--- config.mk ---
export PLATFORM = sky130hd
export DESIGN_NAME = stbc_alu
export DESIGN_NICKNAME = d
export VERILOG_FILES = /design/src/sv/stbc_pkg.sv /design/src/sv/stbc_alu.sv
export SDC_FILE = /design/constraint.sdc
export NUM_CORES = 1
export LEC_CHECK = 0
export BUFFER_PORTS_ARGS = -buffer_cell sky130_fd_sc_hd__buf_2
export CAP_MARGIN = 20
export CORE_UTILIZATION = 62
export DETAILED_ROUTE_END_ITERATION = 7
export PLACE_DENSITY = 0.88
export SETUP_SLACK_MARGIN = 0.3
export SLEW_MARGIN = 20
export SYNTH_ARGS = -nofsm -noshare
export SYNTH_HDL_FRONTEND = slang
export SYNTH_SLANG_ARGS = --single-unit
--- constraint.sdc ---
create_clock -name vclk -period 6.7
set_input_delay 0.335 -clock vclk [all_inputs]
set_output_delay 0.335 -clock vclk [all_outputs]
set_load 0.01 [all_outputs]
--- src/sv/stbc_pkg.sv ---
// Package for the sixteen-bit four-register core: transaction types, codes, states.
// No dependencies.
package stbc_pkg;

  localparam int MemWordsDefault = 256;
  localparam int RegCount        = 4;

  typedef struct packed {
    logic [2:0]  opcode;
    logic [7:0]  address;
    logic [15:0] data;
  } cmd_t;

  typedef struct packed {
    logic [2:0]  status_code;
    logic [4:0]  cycles_used;
    logic [7:0]  pc_value;
    logic [15:0] status_word;
    logic [1:0]  io_register;
    logic [15:0] io_value;
  } rsp_t;

  // command codes
  localparam logic [2:0] CMD_WRITE   = 3'd0;
  localparam logic [2:0] CMD_EXEC    = 3'd1;
  localparam logic [2:0] CMD_READ    = 3'd2;
  localparam logic [2:0] CMD_RESTART = 3'd3;
  localparam logic [2:0] CMD_SETREG  = 3'd4;

  // status codes
  localparam logic [2:0] ST_OK    = 3'd0;
  localparam logic [2:0] ST_HALT  = 3'd1;
  localparam logic [2:0] ST_BOUND = 3'd2;
  localparam logic [2:0] ST_OVF   = 3'd3;
  localparam logic [2:0] ST_UNDF  = 3'd4;
  localparam logic [2:0] ST_BADOP = 3'd5;
  localparam logic [2:0] ST_RD    = 3'd6;
  localparam logic [2:0] ST_WR    = 3'd7;

  // instruction opcodes
  localparam logic [4:0] OP_LOAD = 5'd0;
  localparam logic [4:0] OP_STOR = 5'd1;
  localparam logic [4:0] OP_ADD  = 5'd2;
  localparam logic [4:0] OP_ADC  = 5'd3;
  localparam logic [4:0] OP_SUB  = 5'd4;
  localparam logic [4:0] OP_SBC  = 5'd5;
  localparam logic [4:0] OP_AND  = 5'd6;
  localparam logic [4:0] OP_XOR  = 5'd7;
  localparam logic [4:0] OP_NOT  = 5'd8;
  localparam logic [4:0] OP_SHL  = 5'd9;
  localparam logic [4:0] OP_SHLA = 5'd10;
  localparam logic [4:0] OP_SHR  = 5'd11;
  localparam logic [4:0] OP_SHRA = 5'd12;
  localparam logic [4:0] OP_CMP  = 5'd13;
  localparam logic [4:0] OP_GETS = 5'd14;
  localparam logic [4:0] OP_PUTS = 5'd15;
  localparam logic [4:0] OP_JMP  = 5'd16;
  localparam logic [4:0] OP_JLT  = 5'd17;
  localparam logic [4:0] OP_JEQ  = 5'd18;
  localparam logic [4:0] OP_JGT  = 5'd19;
  localparam logic [4:0] OP_CALL = 5'd20;
  localparam logic [4:0] OP_RET  = 5'd21;
  localparam logic [4:0] OP_RD   = 5'd22;
  localparam logic [4:0] OP_WR   = 5'd23;
  localparam logic [4:0] OP_HALT = 5'd24;
  localparam logic [4:0] OP_NOP  = 5'd25;

  typedef enum logic [2:0] {
    S_IDLE,
    S_FETCH,
    S_EXEC,
    S_LOAD,
    S_PUSH,
    S_POP,
    S_DONE
  } state_t;

  // ALU operations of the shared unit
  typedef enum logic [2:0] {
    ALU_ADD,
    ALU_SUB,
    ALU_AND,
    ALU_XOR,
    ALU_NOT,
    ALU_SHL,
    ALU_SHR
  } alu_op_t;

  typedef struct packed {
    alu_op_t     op;
    logic        cin;
    logic        keep_msb;
  } alu_ctl_t;

endpackage

--- src/sv/stbc_alu.sv ---
// Shared arithmetic, logic and shift unit of the core.
// Depends on stbc_pkg.
module stbc_alu (
  input  stbc_pkg::alu_ctl_t ctl,
  input  logic [15:0]        a,
  input  logic [15:0]        b,
  output logic [15:0]        y,
  output logic               carry,
  output logic               ovf
);
  import stbc_pkg::*;

  logic [16:0] sum;

  // one adder serves add, subtract and their carry forms
  always_comb begin
    sum   = '0;
    y     = '0;
    carry = 1'b0;
    ovf   = 1'b0;
    unique case (ctl.op)
      ALU_ADD: begin
        sum   = {1'b0, a} + {1'b0, b} + {16'd0, ctl.cin};
        y     = sum[15:0];
        carry = sum[16];
        ovf   = ~(a[15] ^ b[15]) & (a[15] ^ sum[15]);
      end
      ALU_SUB: begin
        sum   = {1'b0, a} - {1'b0, b} - {16'd0, ctl.cin};
        y     = sum[15:0];
        carry = sum[16];
        ovf   = (a[15] ^ b[15]) & ~(b[15] ^ sum[15]);
      end
      ALU_AND: y = a & b;
      ALU_XOR: y = a ^ b;
      ALU_NOT: y = ~a;
      ALU_SHL: begin
        y     = ctl.keep_msb ? {a[15], a[13:0], 1'b0} : {a[14:0], 1'b0};
        carry = a[15];
      end
      ALU_SHR: begin
        y     = {ctl.keep_msb & a[15], a[15:1]};
        carry = a[0];
      end
      default: y = '0;
    endcase
  end

endmodule

Word level (Yosys, flattened, before mapping)
Cells that the tools add are included.
- bits of input ports: 37
- word-level logic and storage cells: 26
- flip-flop bits (word level): 0
- output and inout port bits: 18
- reductions and logical operators: 1
- mux-type cells: 4
- equality and inequality tests: 6
- bitwise logic cells: 11
- add/sub/neg operators: 4
- operators by type and width (kind ; count):
    16-bit case mux with 7 select lines ; 1
    16-bit by 16-bit adder with 17-bit output ; 1
    17-bit by 1-bit adder with 17-bit output ; 1
    16-bit by 16-bit subtractor with 17-bit output ; 1
    17-bit by 1-bit subtractor with 17-bit output ; 1
    16-bit AND ; 1
    16-bit two-way mux ; 1
    16-bit inverter ; 1
    16-bit XOR ; 1
    3-bit equality test, second input constant ; 3
    3-bit by 2-bit equality test with 1-bit output, second input constant ; 2
    1-bit case mux with 4 select lines ; 1
    1-bit AND ; 3
    3-bit by 1-bit equality test with 1-bit output, second input constant ; 1
    3-bit logical NOT ; 1
    1-bit XOR ; 3
    1-bit inverter ; 2
    1-bit case mux with 2 select lines ; 1

Logic depth before layout (Yosys ltp)
- word-level depth: 6
- depth in mapped cells: 12
- gate-level depth less buffers: 11

Least setup slack after synthesis
OpenSTA, ideal clock, no wires.
- path kind: input -> output
- start point: in a[0]
- end point: out ovf
- path slack: 3683 ps
- data required time: 6365 ps
- data arrival time: 2682 ps
- stages on the path: 10
- path buffers: 0
- cell sequence: fa_1 inv_1 ha_1 o21ai_0 a22oi_1 a31o_2 o41ai_2 xor2_1 xnor2_1 o32ai_1
- cells in the longest elaborated chain, start to end: 6
- elaborated cells between the ends (all ways): 10
- those cells by class: 4 x add/sub; 1 x mux; 5 x bitwise
- RTL lines (item ; line ; source):
    start, declared ; stbc_alu.sv:5 ; input logic [15:0] a,
    16-bit by 16-bit subtractor with 17-bit output ; stbc_alu.sv:29 ; sum = {1'b0, a} - {1'b0, b} - {16'd0, ctl.cin};
    17-bit by 1-bit subtractor with 17-bit output ; stbc_alu.sv:29 ;
    1-bit XOR ; stbc_alu.sv:32 ; ovf = (a[15] ^ b[15]) & ~(b[15] ^ sum[15]);
    1-bit inverter ; stbc_alu.sv:32 ;
    1-bit AND ; stbc_alu.sv:32 ;
    1-bit case mux with 2 select lines * ; stbc_alu.sv:21 ; unique case (ctl.op)
    end, declared ; stbc_alu.sv:9 ; output logic ovf
Every way passes the cells marked *; elsewhere a longest branch is shown, timed or not.

Worst setup path in the final report
- start point: in a[4]
- end point: out ovf
Same word-level chain as after synthesis.

==> run_results.csv <==
group,metric,value,unit
outcome,outcome,"complete, no violations",
grt,antenna_found_initial,0,
place,placed_area,3078,um2
sta,hold_viol,0,
drt,drc_errors,0,
synthesis,syn_area_per_cell,6.652,um2
synthesis,syn_area,2814,um2
cells_and_area,finish.utilization,70.80,%
sta,finalCritPeriodShare,52.68,%
die,dieHeight,69.37,um
clock_tree,cts_resized,0,
grt,grt_start_max_net_pins,49,
cells_and_area,final_nets,547,
hold_path,hold_class,"in2out",
power,power.density,104.2,nW/um2
synthesis,synth_cell_type_count,62,
grt,grt_pass1_vias,2907,
place,port_buffers,55,
sta,tns,0,ns
sta,drv_slew,0,
drt,first_iter_violations,254,
drt,vias_per_cell,6.351,
die,core,4354,um2
drt,drtAntennaViolNets,0,
place,dp_hpwl,6054,um
critical_path,cp_cell_sequence,"buf_2 -> inv_1 -> ha_1 -> inv_1 -> ha_1 -> nor4b_1 -> a22oi_1 -> a31o_2 -> o41ai_2 -> xor2_1 -> xnor2_1 -> o32ai_1 -> buf_2",
drt,wl_per_cell,15.51,um
die,dieArea,4812,um2
clock_tree,post_cts_buffers,0,
drt,first_pass_iters,5,
cells_and_area,antennaDiodeCount,0,
grt,grt_pass1_wl,13440,um
cells_and_area,nFlopsAndLatches,0,
cells_and_area,area_growth,9.560,%
die,rows,24,
run,maxCapViolCount,0,
sta,slew_headroom,42.32,%
drt,via_count,3239,
critical_path,start_kind,"input port",
drt,wirelength,7912,um
sta,fin_crit,3.530,ns
critical_path,crit_required,6.36,ns
sta,rsz0062_at_grt,"no",
power,worst_ir_drop_vdd,0.00008610,V
cells_and_area,stdcell_area,3083,um2
clock_tree,cts_hold_buf,0,
cells_and_area,layout-drive-gt1-share,15.72,%
grt,grt_remaining_overflow,0,
cells_and_area,layout_common_cells,"a21oi_1, buf_2, inv_1",
synthesis,synth_cells,423,
cells_and_area,seq_area,0,um2
critical_path,crit_family,"compound AO/OA/AOI/OAI gates",
critical_path,crit_slowest_cell,"o41ai_2",
critical_path,crit_type,"in2out",
place,place_congestion,0.9476,
synthesis,ys_warn_count,0,
critical_path,cpPeakStageDelay,0.37,ns
critical_path,cp.arrival,3.19,ns
die,die_x,69.37,um
sta,setup_violations,0,
cells_and_area,clockBufferCount,0,
critical_path,end_kind,"primary output",
sta,worst_pin_slew,0.8651,ns
die,start_util,64.63,%
critical_path,worstPathMaxFanout,4,
die,io_pins,55,
synthesis,yosysSeqAreaShare,0,%
power,leakage,0.001447,uW
cells_and_area,nFillCells,366,
critical_path,path_buf_inv,4,
sta,fmax,283.3,MHz
grt,grt_usage,32.94,%
synthesis,synth_nets,510,
cell type report:
cell class	count	area (um2)	area share, %
Tap cell	52	65.06	2.110
Timing Repair Buffer	55	275.3	8.929
Multi-Input combinational cell	350	2544	82.51
Inverter	53	198.9	6.453
synth_stat cells, types with 3 or more instances:
library cell	number	area share, %
a21o_1	4	1.1
a21oi_1	55	9.8
a221oi_1	4	1.2
a22oi_1	7	1.9
buf_1	3	0.40
clkbuf_1	16	2.1
fa_1	4	2.8
ha_1	46	20
inv_1	52	6.9
mux2_2	4	1.6
mux2i_1	5	1.8
nand2_1	26	3.5
nand2b_1	6	1.3
nand3_1	6	1.1
nor2_1	37	4.9
nor2b_1	7	1.6
nor3_1	13	2.3
o211ai_1	6	1.6
o21a_1	3	0.80
o21ai_0	33	5.9
o21bai_1	6	1.6
o221ai_1	6	1.9
o22ai_1	3	0.67
o31ai_1	4	1.1
xnor2_1	19	5.9
xor2_1	4	1.2
per-layer routing:
layer	share of wire, %	GRT usage (%)	up-vias
li1	-	-	1594
met1	45	45.64	1506
met3	7.3	1.453	6
met4	0.33	1.814	0
met5	0	0	-
met2	47	58.90	133
power breakdown:
group,total (uW),switching (uW),internal [uW]
clock,0,0,0
sequential,0,0,0
combinational,321,187,135
worst paths after layout:
| kind | start | cells after the start | to |
|---|---|---|---|
| worst max-delay path | a[4] | 13 | ovf |
| worst min-delay path | a[2] | 4 | y[1] |
per-stage QoR:
stage | hold WS, ns | std cells | total power, uW | worst slack (ns)
6_report | 1.113 | 510 | 321.3 | 3.170
5_1_grt | 1.130 | 510 | 356.0 | 3.043
4_1_cts | 1.112 | 510 | 316.2 | 3.212
3_5_place_dp | 1.110 | 510 | 314.2 | 3.247
3_3_place_gp | 1.091 | 510 | 308.2 | 3.350
2_1_floorplan | 0.8645 | 423 | 234.5 | 3.683
cells by family (layout without fill, tap and decap cells):
logic type      count (synthesis)  in the layout  synth area share, %
compound gates                151            151                34.86
simple gates                  115            115                19.92
buf+inv                        73            108                9.782
fa+ha+maj                      50             50                23.30
xor+xnor                       23             23                7.159
mux                            11             11                4.980
Note: power is estimated with default switching activity, not from simulation.
